`src/hw/rtl/bba_pkg.sv`:
```
// bba_pkg: sizes, codes and state encoding of the bitmap block allocator.
// Used by the channel interfaces and the top level; depends on nothing.
package bba_pkg;

  // Pool depth in blocks (2 .. 4096).
  localparam int NUM_BLOCKS = 256;

  // Free map is held as rows of MAP_W bits in a RAM.
  localparam int MAP_W     = 32;
  localparam int MAP_BW    = 5;
  localparam int MAP_ROWS  = (NUM_BLOCKS + MAP_W - 1) / MAP_W;
  localparam int ROW_AW    = (MAP_ROWS > 1) ? $clog2(MAP_ROWS) : 1;
  localparam int IDX_W     = $clog2(NUM_BLOCKS);

  // Field widths.
  localparam int ADDR_W    = 32;
  localparam int SIZE_W    = 16;
  localparam int COUNT_W   = 9;
  localparam int CNT_W     = 32;
  localparam int STEP_W    = 5;

  // Configuration port.
  localparam int CFG_IDX_W  = 2;
  localparam int CFG_DATA_W = 32;

  localparam logic [CFG_IDX_W-1:0] CFG_BASE_ADDRESS = 2'd0;
  localparam logic [CFG_IDX_W-1:0] CFG_BLOCK_SIZE   = 2'd1;
  localparam logic [CFG_IDX_W-1:0] CFG_BLOCK_COUNT  = 2'd2;

  localparam logic [ADDR_W-1:0]  RST_BASE_ADDRESS = '0;
  localparam logic [SIZE_W-1:0]  RST_BLOCK_SIZE   = 16'd16;
  localparam logic [COUNT_W-1:0] RST_BLOCK_COUNT  = 9'd256;

  // Request opcodes.
  localparam logic FUNC_ALLOC = 1'b0;
  localparam logic FUNC_FREE  = 1'b1;

  typedef enum logic [1:0] {
    ST_OK        = 2'd0,
    ST_TOO_LARGE = 2'd1,
    ST_NO_FREE   = 2'd2,
    ST_BAD_ADDR  = 2'd3
  } status_t;

  typedef enum logic [3:0] {
    S_INIT,
    S_IDLE,
    S_SCAN_RD,
    S_SCAN_CHK,
    S_MUL,
    S_DIV,
    S_FREE_CHK,
    S_FREE_RD,
    S_FREE_WR,
    S_FINISH
  } state_t;

endpackage

```
`src/hw/rtl/bba_req_if.sv`:
```
// bba_req_if: request channel (valid/ready plus request word).
// Depends on bba_pkg for field widths.
interface bba_req_if;
  logic                         valid;
  logic                         ready;
  logic                         func;
  logic [bba_pkg::ADDR_W-1:0]   request_size;
  logic [bba_pkg::ADDR_W-1:0]   address;

  modport source (output valid, output func, output request_size, output address,
                  input ready);
  modport sink   (input valid, input func, input request_size, input address,
                  output ready);
endinterface

```
`src/hw/rtl/bba_rsp_if.sv`:
```
// bba_rsp_if: response channel (valid/ready plus response word).
// Depends on bba_pkg for field widths and the status code type.
interface bba_rsp_if;
  logic                         valid;
  logic                         ready;
  bba_pkg::status_t             status;
  logic [bba_pkg::ADDR_W-1:0]   block_address;
  logic [bba_pkg::CNT_W-1:0]    total_allocs;

  modport source (output valid, output status, output block_address,
                  output total_allocs, input ready);
  modport sink   (input valid, input status, input block_address,
                  input total_allocs, output ready);
endinterface

```
`src/hw/rtl/bba_ram.sv`:
```
// bba_ram: generic single-write, single-read RAM with registered read data.
// Standalone; no package dependency.
module bba_ram #(
  parameter  int WIDTH = 32,
  parameter  int DEPTH = 8,
  localparam int AW    = (DEPTH > 1) ? $clog2(DEPTH) : 1
) (
  input  logic             clk,
  input  logic             we,
  input  logic [AW-1:0]    waddr,
  input  logic [WIDTH-1:0] wdata,
  input  logic [AW-1:0]    raddr,
  output logic [WIDTH-1:0] rdata
);

  logic [WIDTH-1:0] mem [DEPTH];

  always_ff @(posedge clk) begin
    if (we) begin
      mem[waddr] <= wdata;
    end
    rdata <= mem[raddr];
  end

endmodule

```
`src/hw/rtl/bitmap_block_allocator_top.sv`:
```
// bitmap_block_allocator_top: fixed-size block allocator over a free bitmap.
// Depends on bba_pkg, bba_req_if, bba_rsp_if and bba_ram.
//
// Hands out fixed-size blocks from a pool of up to NUM_BLOCKS blocks. An
// allocate word (func 0) larger than block_size answers "size too large";
// otherwise the lowest free block of the active pool (min(block_count,
// NUM_BLOCKS) blocks) is marked used and base_address + index * block_size
// comes back, or "no free block". A free word (func 1) is taken only for an
// address that is block-aligned inside the active pool, else "bad address";
// freeing an already free block is ok. Every request word gives exactly one
// response word carrying the running, wrapping count of allocations. The
// free map lives in a RAM of 32-bit rows. After reset a clearing pass marks
// every block free, one row per cycle; no request is taken meanwhile, and
// configuration writes always are. One request is processed at a time and
// ready is low while it runs. A rejected allocate, an allocate on an empty
// pool or a free with block_size 0 goes straight to the final step. An
// allocate reads and checks the map RAM one row at a time until it finds a
// free block, which is then marked used and its address formed in a
// multiply step, or until it runs out of rows. A free first runs the radix-2
// divider that splits the offset into block index and remainder, one
// quotient bit per cycle, then checks the result and, when the address is
// taken, reads and writes back its map row. The response sits in an output
// register, so a stalled sink holds the sequencer only at its final step.
module bitmap_block_allocator_top (
  input  logic                             clk,
  input  logic                             rst,
  input  logic                             cfg_we,
  input  logic [bba_pkg::CFG_IDX_W-1:0]    cfg_index,
  input  logic [bba_pkg::CFG_DATA_W-1:0]   cfg_data,
  bba_req_if.sink                          req,
  bba_rsp_if.source                        rsp
);

  // Configuration registers
  logic [bba_pkg::ADDR_W-1:0]  base_address;
  logic [bba_pkg::SIZE_W-1:0]  block_size;
  logic [bba_pkg::COUNT_W-1:0] block_count;

  // Sequencer and datapath
  bba_pkg::state_t             state, state_next;
  logic [bba_pkg::ROW_AW-1:0]  row;
  logic [bba_pkg::IDX_W-1:0]   idx;
  logic [bba_pkg::ADDR_W-1:0]  prod;
  logic [bba_pkg::SIZE_W-1:0]  rem;
  logic [bba_pkg::ADDR_W-1:0]  quo;
  logic [bba_pkg::STEP_W-1:0]  step;
  bba_pkg::status_t            status;
  logic                        grant;
  logic [bba_pkg::CNT_W-1:0]   alloc_counter;

  // Output register
  logic                        out_valid;
  bba_pkg::status_t            out_status;
  logic [bba_pkg::ADDR_W-1:0]  out_addr;
  logic [bba_pkg::CNT_W-1:0]   out_count;

  // Map RAM
  logic                        ram_we;
  logic [bba_pkg::MAP_W-1:0]   ram_wdata;
  logic [bba_pkg::MAP_W-1:0]   ram_rdata;

  // Combinational helpers
  logic [31:0]                 n_active;
  logic [31:0]                 row_base;
  logic [31:0]                 row_left;
  logic [bba_pkg::MAP_W-1:0]   row_mask;
  logic [bba_pkg::MAP_W-1:0]   masked;
  logic                        found;
  logic [bba_pkg::MAP_BW-1:0]  sel_bit;
  logic                        more_rows;
  logic [bba_pkg::SIZE_W:0]    trial;
  logic [bba_pkg::SIZE_W:0]    trial_sub;
  logic                        trial_ge;
  logic [bba_pkg::IDX_W+bba_pkg::SIZE_W-1:0] prod_w;
  logic                        in_take;
  logic                        out_load;
  logic                        last_row;

  bba_ram #(
    .WIDTH (bba_pkg::MAP_W),
    .DEPTH (bba_pkg::MAP_ROWS)
  ) u_map (
    .clk   (clk),
    .we    (ram_we),
    .waddr (row),
    .wdata (ram_wdata),
    .raddr (row),
    .rdata (ram_rdata)
  );

  assign req.ready         = (state == bba_pkg::S_IDLE);
  assign in_take           = req.valid && req.ready;
  assign out_load          = (state == bba_pkg::S_FINISH) && (!out_valid || rsp.ready);
  assign rsp.valid         = out_valid;
  assign rsp.status        = out_status;
  assign rsp.block_address = out_addr;
  assign rsp.total_allocs  = out_count;

  assign last_row = (row == bba_pkg::ROW_AW'(bba_pkg::MAP_ROWS - 1));

  // Active pool size
  always_comb begin
    if (32'(block_count) > 32'(bba_pkg::NUM_BLOCKS)) begin
      n_active = 32'(bba_pkg::NUM_BLOCKS);
    end else begin
      n_active = 32'(block_count);
    end
  end

  // Row scan: mask off blocks beyond the active pool, pick lowest free bit
  always_comb begin
    row_base  = 32'(row) << bba_pkg::MAP_BW;
    row_left  = n_active - row_base;
    if (row_left >= 32'(bba_pkg::MAP_W)) begin
      row_mask = '1;
    end else begin
      row_mask = (bba_pkg::MAP_W'(1) << row_left[bba_pkg::MAP_BW-1:0]) - bba_pkg::MAP_W'(1);
    end
    masked    = ram_rdata & row_mask;
    found     = |masked;
    sel_bit   = '0;
    for (int b = bba_pkg::MAP_W - 1; b >= 0; b--) begin
      if (masked[b]) begin
        sel_bit = bba_pkg::MAP_BW'(b);
      end
    end
    more_rows = (row_base + 32'(bba_pkg::MAP_W)) < n_active;
  end

  // Divider step: one quotient bit per cycle
  always_comb begin
    trial     = {rem, quo[bba_pkg::ADDR_W-1]};
    trial_sub = trial - {1'b0, block_size};
    trial_ge  = (trial >= {1'b0, block_size});
  end

  assign prod_w = (bba_pkg::IDX_W + bba_pkg::SIZE_W)'(idx) *
                  (bba_pkg::IDX_W + bba_pkg::SIZE_W)'(block_size);

  // Next state and RAM write control
  always_comb begin
    state_next = state;
    ram_we     = 1'b0;
    ram_wdata  = ram_rdata;
    unique case (state)
      bba_pkg::S_INIT: begin
        ram_we    = 1'b1;
        ram_wdata = '1;
        if (last_row) begin
          state_next = bba_pkg::S_IDLE;
        end
      end
      bba_pkg::S_IDLE: begin
        if (in_take) begin
          if (req.func == bba_pkg::FUNC_ALLOC) begin
            if (req.request_size > 32'(block_size) || n_active == 32'd0) begin
              state_next = bba_pkg::S_FINISH;
            end else begin
              state_next = bba_pkg::S_SCAN_RD;
            end
          end else begin
            if (block_size == '0) begin
              state_next = bba_pkg::S_FINISH;
            end else begin
              state_next = bba_pkg::S_DIV;
            end
          end
        end
      end
      bba_pkg::S_SCAN_RD: begin
        state_next = bba_pkg::S_SCAN_CHK;
      end
      bba_pkg::S_SCAN_CHK: begin
        if (found) begin
          ram_we     = 1'b1;
          ram_wdata  = ram_rdata & ~(bba_pkg::MAP_W'(1) << sel_bit);
          state_next = bba_pkg::S_MUL;
        end else if (more_rows) begin
          state_next = bba_pkg::S_SCAN_RD;
        end else begin
          state_next = bba_pkg::S_FINISH;
        end
      end
      bba_pkg::S_MUL: begin
        state_next = bba_pkg::S_FINISH;
      end
      bba_pkg::S_DIV: begin
        if (step == '1) begin
          state_next = bba_pkg::S_FREE_CHK;
        end
      end
      bba_pkg::S_FREE_CHK: begin
        if (rem == '0 && quo < n_active) begin
          state_next = bba_pkg::S_FREE_RD;
        end else begin
          state_next = bba_pkg::S_FINISH;
        end
      end
      bba_pkg::S_FREE_RD: begin
        state_next = bba_pkg::S_FREE_WR;
      end
      bba_pkg::S_FREE_WR: begin
        ram_we     = 1'b1;
        ram_wdata  = ram_rdata | (bba_pkg::MAP_W'(1) << quo[bba_pkg::MAP_BW-1:0]);
        state_next = bba_pkg::S_FINISH;
      end
      bba_pkg::S_FINISH: begin
        if (out_load) begin
          state_next = bba_pkg::S_IDLE;
        end
      end
      default: begin
        state_next = bba_pkg::S_IDLE;
      end
    endcase
  end

  always_ff @(posedge clk) begin
    if (rst) begin
      state <= bba_pkg::S_INIT;
    end else begin
      state <= state_next;
    end
  end

  // Configuration registers
  always_ff @(posedge clk) begin
    if (rst) begin
      base_address <= bba_pkg::RST_BASE_ADDRESS;
      block_size   <= bba_pkg::RST_BLOCK_SIZE;
      block_count  <= bba_pkg::RST_BLOCK_COUNT;
    end else if (cfg_we) begin
      unique case (cfg_index)
        bba_pkg::CFG_BASE_ADDRESS: base_address <= cfg_data[bba_pkg::ADDR_W-1:0];
        bba_pkg::CFG_BLOCK_SIZE:   block_size   <= cfg_data[bba_pkg::SIZE_W-1:0];
        bba_pkg::CFG_BLOCK_COUNT:  block_count  <= cfg_data[bba_pkg::COUNT_W-1:0];
        default: ;
      endcase
    end
  end

  // Datapath
  always_ff @(posedge clk) begin
    if (rst) begin
      row           <= '0;
      alloc_counter <= '0;
      out_valid     <= 1'b0;
    end else begin
      if (out_load) begin
        out_valid <= 1'b1;
      end else if (rsp.ready) begin
        out_valid <= 1'b0;
      end
      unique case (state)
        bba_pkg::S_INIT: begin
          row <= row + bba_pkg::ROW_AW'(1);
        end
        bba_pkg::S_IDLE: begin
          row   <= '0;
          grant <= 1'b0;
          rem   <= '0;
          quo   <= req.address - base_address;
          step  <= '0;
          if (req.func == bba_pkg::FUNC_ALLOC) begin
            if (req.request_size > 32'(block_size)) begin
              status <= bba_pkg::ST_TOO_LARGE;
            end else begin
              status <= bba_pkg::ST_NO_FREE;
            end
          end else begin
            status <= bba_pkg::ST_BAD_ADDR;
          end
        end
        bba_pkg::S_SCAN_RD: ;
        bba_pkg::S_SCAN_CHK: begin
          if (found) begin
            idx           <= bba_pkg::IDX_W'(row_base | 32'(sel_bit));
            alloc_counter <= alloc_counter + bba_pkg::CNT_W'(1);
            status        <= bba_pkg::ST_OK;
            grant         <= 1'b1;
          end else if (more_rows) begin
            row <= row + bba_pkg::ROW_AW'(1);
          end
        end
        bba_pkg::S_MUL: begin
          prod <= 32'(prod_w);
        end
        bba_pkg::S_DIV: begin
          rem  <= trial_ge ? trial_sub[bba_pkg::SIZE_W-1:0] : trial[bba_pkg::SIZE_W-1:0];
          quo  <= {quo[bba_pkg::ADDR_W-2:0], trial_ge};
          step <= step + bba_pkg::STEP_W'(1);
        end
        bba_pkg::S_FREE_CHK: begin
          row <= bba_pkg::ROW_AW'(quo >> bba_pkg::MAP_BW);
        end
        bba_pkg::S_FREE_RD: ;
        bba_pkg::S_FREE_WR: begin
          status <= bba_pkg::ST_OK;
        end
        bba_pkg::S_FINISH: begin
          if (out_load) begin
            out_status <= status;
            out_addr   <= grant ? (base_address + prod) : '0;
            out_count  <= alloc_counter;
          end
        end
        default: ;
      endcase
    end
  end

  // A response word only appears after the final sequencer step.
  a_rsp_from_finish: assert property (@(posedge clk) disable iff (rst)
    $rose(out_valid) |-> $past(state == bba_pkg::S_FINISH))
    else $error("response raised outside FINISH");

  // The allocation count moves only when the scan grants a block.
  a_count_on_grant: assert property (@(posedge clk) disable iff (rst)
    (state != bba_pkg::S_INIT && alloc_counter != $past(alloc_counter)) |->
      ($past(state == bba_pkg::S_SCAN_CHK) && $past(found)))
    else $error("allocation count changed without a grant");

  // A failed request never carries an address.
  a_fail_zero_addr: assert property (@(posedge clk) disable iff (rst)
    (out_valid && out_status != bba_pkg::ST_OK) |-> (out_addr == '0))
    else $error("failed response with nonzero address");

  // A block is only released for an aligned offset.
  a_free_aligned: assert property (@(posedge clk) disable iff (rst)
    (state == bba_pkg::S_FREE_RD) |-> (rem == '0 && block_size != '0))
    else $error("free of an unaligned offset");

endmodule

```
`src/flat_wrapper.sv`:
```
// flat-port wrapper written by rule: the top's interface ports become plain ports
module bitmap_block_allocator_top_flat 
  (clk, rst, cfg_we, cfg_index, cfg_data, req_valid, req_func, req_request_size, req_address, req_ready, rsp_valid, rsp_status, rsp_block_address, rsp_total_allocs, rsp_ready);
  bba_req_if req_i ();
  bba_rsp_if rsp_i ();
  input  logic clk;
  input  logic rst;
  input  logic cfg_we;
  input  logic [bba_pkg::CFG_IDX_W-1:0] cfg_index;
  input  logic [bba_pkg::CFG_DATA_W-1:0] cfg_data;
  input wire logic [$bits(req_i.valid)-1:0] req_valid;
  input wire logic [$bits(req_i.func)-1:0] req_func;
  input wire logic [$bits(req_i.request_size)-1:0] req_request_size;
  input wire logic [$bits(req_i.address)-1:0] req_address;
  output wire logic [$bits(req_i.ready)-1:0] req_ready;
  output wire logic [$bits(rsp_i.valid)-1:0] rsp_valid;
  output wire logic [$bits(rsp_i.status)-1:0] rsp_status;
  output wire logic [$bits(rsp_i.block_address)-1:0] rsp_block_address;
  output wire logic [$bits(rsp_i.total_allocs)-1:0] rsp_total_allocs;
  input wire logic [$bits(rsp_i.ready)-1:0] rsp_ready;
  assign req_i.valid = req_valid;
  assign req_i.func = req_func;
  assign req_i.request_size = req_request_size;
  assign req_i.address = req_address;
  assign req_ready = req_i.ready;
  assign rsp_valid = rsp_i.valid;
  assign rsp_status = rsp_i.status;
  assign rsp_block_address = rsp_i.block_address;
  assign rsp_total_allocs = rsp_i.total_allocs;
  assign rsp_i.ready = rsp_ready;
  bitmap_block_allocator_top u_core (.clk(clk), .rst(rst), .cfg_we(cfg_we), .cfg_index(cfg_index), .cfg_data(cfg_data), .req(req_i), .rsp(rsp_i));
endmodule
```
`config.mk`:
```
export PLATFORM = sky130hd
export DESIGN_NAME = bitmap_block_allocator_top_flat
export DESIGN_NICKNAME = d
export VERILOG_FILES = /design/src/hw/rtl/bba_pkg.sv /design/src/hw/rtl/bba_req_if.sv /design/src/hw/rtl/bba_rsp_if.sv /design/src/hw/rtl/bba_ram.sv /design/src/hw/rtl/bitmap_block_allocator_top.sv /design/src/flat_wrapper.sv
export SDC_FILE = /design/constraint.sdc
export NUM_CORES = 1
export LEC_CHECK = 0
export BUFFER_PORTS_ARGS = -buffer_cell sky130_fd_sc_hd__buf_2
export CAP_MARGIN = 20
export CORE_MARGIN = 2
export CORE_UTILIZATION = 30
export CTS_CLUSTER_DIAMETER = 80
export DETAILED_ROUTE_END_ITERATION = 16
export GPL_TIMING_DRIVEN = 0
export SETUP_SLACK_MARGIN = 0.05
export SYNTH_ARGS = -nofsm -noshare
export SYNTH_HDL_FRONTEND = slang
export SYNTH_HIERARCHICAL = 1
export SYNTH_SLANG_ARGS = --single-unit
```
`constraint.sdc`:
```
create_clock -name clk -period 7.5 [get_ports clk]
set_input_delay 0.375 -clock clk [delete_from_list [all_inputs] [get_ports clk]]
set_output_delay 0.375 -clock clk [all_outputs]
set_load 0.01 [all_outputs]
```
==> summary.md, run 1 <==
| Metric | Value |
|---|---|
| RSZ-0062 raised after global routing | false |
| Post-synth EDFFs | 410 |
| Netlist cell types | 93 |
| Pwr dens | 193 mW/mm2 |
| Vias | 22600 |
| Startpoint class of the critical path | flop |
| Sequential share of the synthesized area | 48.6% |
| Total Routing Usage GR | 16.6% |
| Die X | 324 um |
| Initial antenna violation count | 6 |
| Port Buf Inserts | 171 |
| DRT Pass-1 Iters | 5 |
| Clock Path Buffers | 3 |
| Pin count of the biggest net entering global routing | 25 |
| Worst slack at placement | 537 ps |
| Starting Density | 30.2% |
| Hold depth | 3 |
| Routability cong. | 0.931 |
| Fin crit period | 7040 ps |
| Worst Path Required | 7920 ps |
| Asr flop ratio synth | 0% |
| Drt total wl | 88.7 mm |
| Final hold violations | 0 |
| Clock net sink count | 539 |
| CTS tree | built |
| H-Tree Depth | 2 |
| Remaining antenna violation count | 0 |
| Area delta synth->final | 17.1% |
| Fillers | 10200 |
| Post-synth top area cell | edfxtp_1 |
| Clock-pin transition on the worst setup and hold timing paths | 60 ps |
| Top cells by area, synth | edfxtp_1, dfxtp_1, ha_1 |
| DR WL met2 | 41.1 mm |
| Post-Synthesis Cells | 2741 |
| Synthesized area | 0.0307 mm2 |
| First-pass GRT wire length | 133 mm |
| Critical Path AT | 7460 ps |
| CTS buffer count | 59 |
| WS Path Type | reg -> reg |
| Rel. slew slack | 28.2% |
| Die ar. | 0.105 mm2 |
| Fin Setup TNS | 0 ps |
| Highest Signal Layer | met5 |
| Number of global-route vias before repair | 21700 |
| Nets | 3368 |
| Syn nets | 3085 |
| Period utilization | 93.9% |
| Die Span Y | 324 um |
| Worst-margin pin slew | 1070 ps |
| Initial DRC count | 1724 |
| Worst vdd rail ir drop | 185 uV |
| Synth Warn # | 6 |
| Setup WS post-layout | 458 ps |
| Fmax | 0.142 GHz |
| Outcome | complete, no violations |
| Clock Skews | 37.2 ps |
| Max Slew Vio Count | 0 |
| Syn avg cell area | 11.2 um2 |
| Core Box Area | 0.102 mm2 |
| Rows | 117 |
| Post-DP HPWL | 67.4 mm |
| Share of cells above drive strength 1 | 13.9% |
| Residual DRC | 0 |
| Hold WS | 45.7 ps |
| DR WL/cell | 19.9 um |
| Vias per inst | 5.08 |
| Met3 Wirelength | 5.83 mm |
| Final setup viols | 0 |
| Worst Path Max Fanout | 10 |
| Post-CTS Repair Setup Buffers | 0 |
| DRT met1 WL | 39.3 mm |
| CTS Root Cell | clkbuf_16 |
| P_leak | 12.4 nW |
| Worst Setup End Kind | flop |
| R2R cell count | 19 |
| IO Pins | 172 |
| Post-synth top area share | 40.1% |
| Max Cap Violations | 0 |
| Clk_lat worst skew | 660 ps |
| Grt total ovfl | 0 |
| Synth Flop Type | edfxtp_1 |
| Synth Register Bits | 539 |
| Worst Hold Class | in -> reg |
[critical path: stages (launching register included)]
cell and delay [ps]:
dfxtp_1 450, buf_2 280, inv_1 190, a31oi_1 900
ha_1 300, clkbuf_1 370, buf_2 340, o31ai_1 130
xor2_1 190, o21ai_0 450, nand2_1 210, or3_1 490
o41ai_1 770, buf_2 460, nand2_1 190, nand2b_1 350
nor3_2 180, buf_6 210, buf_6 160, buf_8 160
[metal layers]
layer / global-route usage [%] / up-vias
met5: 0 / -
met4: 4.81 / 8
met3: 2.70 / 123
met2: 27.1 / 749
met1: 22.7 / 11100
li1: - / 10600
[power breakdown]
group | total [mW] | switching, mW | internal (mW)
sequential | 3.26 | 0.0263 | 3.23
combinational | 0.730 | 0.441 | 0.289
clock | 2.95 | 1.27 | 1.68
total | 6.94 | 1.74 | 5.20
[cells in the mapped netlist, types with 40 or more instances]
library cell	number
inv_1	189
clkbuf_1	86
nor3_1	57
and2_1	69
ha_1	152
mux4_1	40
fa_1	88
edfxtp_1	410
dfxtp_1	129
nor2_1	188
xnor2_1	61
a21oi_1	208
xor2_1	44
o21ai_0	134
nand2_1	269
[logic make-up (layout without fill, tap and decap cells)]
| family | Yosys count | in the layout | synth area share [%] |
|---|---|---|---|
| XOR/XNOR | 105 | 105 | 3.00 |
| adder cells (fa/ha/maj) | 240 | 240 | 11.9 |
| other | 0 | 2 | 0 |
| multiplexers | 121 | 121 | 7.19 |
| flip-flops | 539 | 539 | 48.6 |
| buffers and inverters | 316 | 650 | 4.27 |
| AND/OR/NAND/NOR | 851 | 851 | 13.7 |
| AO/OA/AOI/OAI | 569 | 569 | 11.4 |
[cells in the final DEF, fill, tap and decap left out, types with 20 or more instances in the layout]
| cell type | synthesis | routed |
|---|---|---|
| edfxtp_1 | 410 | 410 |
| nand2_1 | 269 | 269 |
| a21oi_1 | 208 | 208 |
| buf_2 | 20 | 191 |
| inv_1 | 189 | 189 |
| nor2_1 | 188 | 182 |
| ha_1 | 152 | 152 |
| o21ai_0 | 134 | 134 |
| dfxtp_1 | 129 | 129 |
| clkbuf_1 | 86 | 96 |
| fa_1 | 88 | 88 |
| and2_1 | 69 | 69 |
| clkbuf_16 | 0 | 61 |
| xnor2_1 | 61 | 61 |
| nor3_1 | 57 | 53 |
| xor2_1 | 44 | 44 |
| mux4_1 | 40 | 40 |
| nand3_1 | 39 | 39 |
| nand2b_1 | 37 | 37 |
| a21o_1 | 34 | 34 |
| mux2_2 | 34 | 34 |
| buf_6 | 12 | 29 |
| o21a_1 | 29 | 29 |
| nor4_1 | 30 | 29 |
| or3_1 | 27 | 27 |
| nor2b_1 | 26 | 26 |
| nand4_1 | 24 | 24 |
| mux4_2 | 24 | 24 |
| dlygate4sd3_1 | 0 | 23 |
| mux2i_1 | 23 | 23 |
| a31oi_1 | 22 | 22 |
| a211oi_1 | 20 | 20 |
[cell type report]
| type | instances | area, um2 | area share [%] |
|---|---|---|---|
| flip-flops and latches | 539 | 14900 | 41.5 |
| multi-input cells | 1886 | 14500 | 40.5 |
| well taps | 1368 | 1710 | 4.77 |
| clock buffers | 82 | 1710 | 4.76 |
| repair buffers | 222 | 1460 | 4.06 |
| inverters | 190 | 713 | 1.99 |
| plain buffers | 126 | 596 | 1.66 |
| clock inverters | 30 | 292 | 0.812 |
| diodes | 2 | 5.00 | 0.0139 |
[stage by stage]
step	area [um2]	instances	utilization, %	total power [mW]
final	35900	4445	35.4	6.94
after global routing	35900	4444	35.4	7.19
after CTS	35900	4443	35.4	7.01
after detailed placement	33700	4308	33.2	4.04
after global placement	33200	4280	32.7	4.02
after floorplan	30700	2741	-	3.79
[path summary, 6_finish.rpt]
path | from | end | slack (ps)
setup / recovery | u_core/block_count[4]$_SDFFE_PP0P_ | u_core/u_map/mem[0][23]$_DFFE_PP_ | 460
hold / removal | cfg_data[6] | u_core/base_address[6]$_SDFFE_PP0P_ | 50
setup reg to reg | u_core/block_count[4]$_SDFFE_PP0P_ | u_core/u_map/mem[0][23]$_DFFE_PP_ | 460
hold reg to reg | u_core/status[1]$_SDFFCE_PP0P_ | u_core/rsp.status[1]$_DFFE_PP_ | 410
[state kept, by name, indices dropped and copies added (netlist names)]
register and count:
u_core/u_map/mem 256, u_core/alloc_counter 32, u_core/base_address 32, u_core/quo 32, u_core/rsp.block_address 32, u_core/rsp.total_allocs 32, u_core/u_map/rdata 32, u_core/prod 24
u_core/block_size 16, u_core/rem 16, u_core/block_count 9, u_core/idx 8, u_core/step 5, u_core/state 4, u_core/row 3, u_core/rsp.status 2
u_core/status 2, u_core/grant 1, u_core/rsp.valid 1
[timing repair]
item                                    in CTS  in global routing
endpoints found under the hold margin       27                  0
hold buffers                                23                  0
gates resized for setup                      0                  0
endpoints found under the setup margin       0                  0
(Power assumes the default switching activity.)
==> run 2, diff against run 1 <==
--- a/config.mk
+++ b/config.mk
@@ -12,6 +12,7 @@
 export CTS_CLUSTER_DIAMETER = 80
 export DETAILED_ROUTE_END_ITERATION = 16
 export GPL_TIMING_DRIVEN = 0
+export HOLD_SLACK_MARGIN = 0.06
 export SETUP_SLACK_MARGIN = 0.05
 export SYNTH_ARGS = -nofsm -noshare
 export SYNTH_HDL_FRONTEND = slang
==> run 2 against run 1 <==
  * First-iteration DRC count rose by 5.9%
  * Largest power group unchanged
  * Combinational power rose by 0.7%
  * Hold slack improved by 77 ps
  * Critical endpoint unchanged
  * Die area did not move
  * Maximum frequency barely moved
  * Non-clock buffer count rose by 11
  * Global-route usage barely moved
  * Final area rose by 0.30%
  * Highest routed layer unchanged
==> summary.md, run 2 (same netlist as run 1, synthesis figures left out) <==
| Metric | Value |
|---|---|
| H-Tree Depth | 2 (unchanged) |
| Rel. slew slack | 28.6% (+0.37 points) |
| WS Path Type | reg -> reg |
| Worst Hold Class | in -> reg |
| Share of cells above drive strength 1 | 13.8% (-0.049 points) |
| CP max stage delay | 900 ps (about the same) |
| Largest register FFs | 256 (unchanged) |
| Layout Utilization | 35.5% (+0.11 points) |
| Max Cap Violations | 0 (unchanged) |
| Vias per inst | 5.05 (-0.61%) |
| DR WL/cell | 20.0 um (about the same) |
| Post_cts resized | 0 (unchanged) |
| Slowest-stage cell, CP | a31oi_1 |
| Critical Path AT | 7460 ps (about the same) |
| Worst-margin pin slew | 1070 ps (-5.53 ps) |
| Worst vdd rail ir drop | 185 uV (+0.12%) |
| R2R setup slack | 460 ps (about the same) |
| DRT Pass-1 Iters | 5 (unchanged) |
| Clk_lat worst skew | 660 ps (about the same) |
| Remaining antenna violation count | 0 (unchanged) |
| Reg2Reg Capture Point | u_core/u_map/mem[0][23]$_DFFE_PP_ |
| CTS buffer count | 59 (unchanged) |
| Worst Setup End Kind | flop |
| Rows | 117 (unchanged) |
| Starting Density | 30.2% (unchanged) |
| P_leak | 12.5 nW (+0.37%) |
| Total Routing Usage GR | 16.7% (+0.045 points) |
| Clock-pin transition on the worst setup and hold timing paths | 60 ps (about the same) |
| Fmax | 0.142 GHz (about the same) |
| Die ar. | 0.105 mm2 (unchanged) |
| CP startpoint | u_core/block_count[4]$_SDFFE_PP0P_ |
| Placed cell areas | 0.0337 mm2 (unchanged) |
| Core Box Area | 0.102 mm2 (unchanged) |
| Nets | 3379 (+0.33%) |
| Clock Skews | 39.2 ps (+2.05 ps) |
| Routability cong. | 0.931 (unchanged) |
| Total Power | 6.94 mW (about the same) |
| Max Slew Vio Count | 0 (unchanged) |
| First-pass GRT wire length | 133 mm (+0.23%) |
| Number of global-route vias before repair | 21800 (+0.32%) |
| Worst Path Max Fanout | 10 (unchanged) |
| Critical Path Sink | u_core/u_map/mem[0][23]$_DFFE_PP_ |
| Period utilization | 93.9% (about the same) |
| Grt total ovfl | 0 (unchanged) |
| Vias | 22500 (-0.39%) |
| Clock net sink count | 539 (unchanged) |
| Hold WS | 123 ps (+77.2 ps) |
| Worst path cell trace | buf_2 > inv_1 > a31oi_1 > ha_1 > clkbuf_1 > buf_2 > o31ai_1 > xor2_1 > o21ai_0 > nand2_1 > or3_1 > o41ai_1 > buf_2 > nand2_1 > nand2b_1 > nor3_2 > buf_6 > buf_6 > buf_8 |
| Port Buf Inserts | 171 (unchanged) |
| Initial antenna violation count | 5 (-1) |
| Startpoint class of the critical path | flop |
| Outcome | complete, no violations |
| CTS tree | built |
| Most common cell after layout, fill and taps aside | edfxtp_1 |
| IO Pins | 172 (unchanged) |
| Most frequent cells in the layout | edfxtp_1, nand2_1, a21oi_1 |
| Area delta synth->final | 17.5% |
| FF+latch area | 0.0149 mm2 (unchanged) |
| Final hold violations | 0 (unchanged) |
| Residual DRC | 0 (unchanged) |
| Area of the multi-input gates | 0.0145 mm2 (unchanged) |
| Initial DRC count | 1826 (+5.9%) |
| R2R cell count | 19 (unchanged) |
| Largest Register | u_core/u_map/mem |
| Drt total wl | 88.9 mm (+0.27%) |
| Fillers | 10100 (-0.20%) |
| Post-DP HPWL | 67.4 mm (unchanged) |
| Final setup viols | 0 (unchanged) |
| Die Span Y | 324 um (unchanged) |
| Post-route cell area | 0.0360 mm2 (+0.30%) |
| Most used cell along the critical path | buf_2 |
| Pwr dens | 193 mW/mm2 (-0.25%) |
| RSZ-0062 raised after global routing | false |
| CTS Root Cell | clkbuf_16 |
| Pin count of the biggest net entering global routing | 25 (unchanged) |
| Fin crit period | 7040 ps (-0.481 ps) |
| R2r startpoint | u_core/block_count[4]$_SDFFE_PP0P_ |
| Worst Path Required | 7920 ps (about the same) |
| Clock Path Buffers | 3 (unchanged) |
| Die X | 324 um (unchanged) |
-- run 2: per-layer routing --
metal	vias up	share of wire, %	wire length (um)	track usage, %
met3	126	6.6	5840	2.78
met4	8	2.6	2280	4.68
li1	10600	-	-	-
met5	-	0.056	50	0
met2	716	46	41300	27.3
met1	11000	44	39500	22.7
-- run 2: metrics by stage --
step	setup TNS (ps)	setup slack [ps]	instances
floorplan	0	1380	2741
global placement	-421320	-2390	4280
detailed placement	0	537	4308
CTS	0	530	4454
global route	0	291	4454
finish	0	458	4455
-- run 2: where the power goes --
part           internal (mW)  total [mW]  leakage [nW]  switching [mW]
clock                   1.68        2.95         0.987            1.27
sequential              3.23        3.26          4.21          0.0262
combinational          0.292       0.735          7.29           0.443
total                   5.20        6.94          12.5            1.74
-- run 2: repair_timing --
item                                   CTS  global route
hold buffers                            34             0
setup buffers                            0             0
endpoints found under the hold margin   51             0
setup endpoints to repair                0             0
-- run 2: cell type report --
class,count,share of cell area [%]
inverter,190,1.98
sequential,539,41.3
antenna,1,0.00695
multi-input combinational,1886,40.4
timing repair buffer,233,4.35
clock inverter,30,0.809
tap,1368,4.75
buffer,126,1.65
clock buffer,82,4.74
-- run 2: how the worst min path moves through the flow --
stage                                        start                                    to  slack [ps]  cells after the start
floorplan           u_core/status[0]$_SDFFCE_PP0P_        u_core/rsp.status[0]$_DFFE_PP_         400                      0
global placement    u_core/status[0]$_SDFFCE_PP0P_        u_core/rsp.status[0]$_DFFE_PP_         400                      0
detailed placement  u_core/status[0]$_SDFFCE_PP0P_        u_core/rsp.status[0]$_DFFE_PP_         410                      0
CTS                                            rst          u_core/state[1]$_SDFFE_PP0P_         100                      3
global route                          cfg_index[0]  u_core/base_address[21]$_SDFFE_PP0P_         150                      4
finish                                         rst          u_core/state[1]$_SDFFE_PP0P_         120                      3
-- run 2: worst max-delay path, delay by kind of cell, from the launching register on --
family,cells,cell delay (ps)
AOI/OAI and AO/OA,4,2250
buffers and inverters,8,2180
and+or+nand+nor,5,1410
DFF,1,450
adders and majority gates,1,300
xor gates and xnor gates,1,180
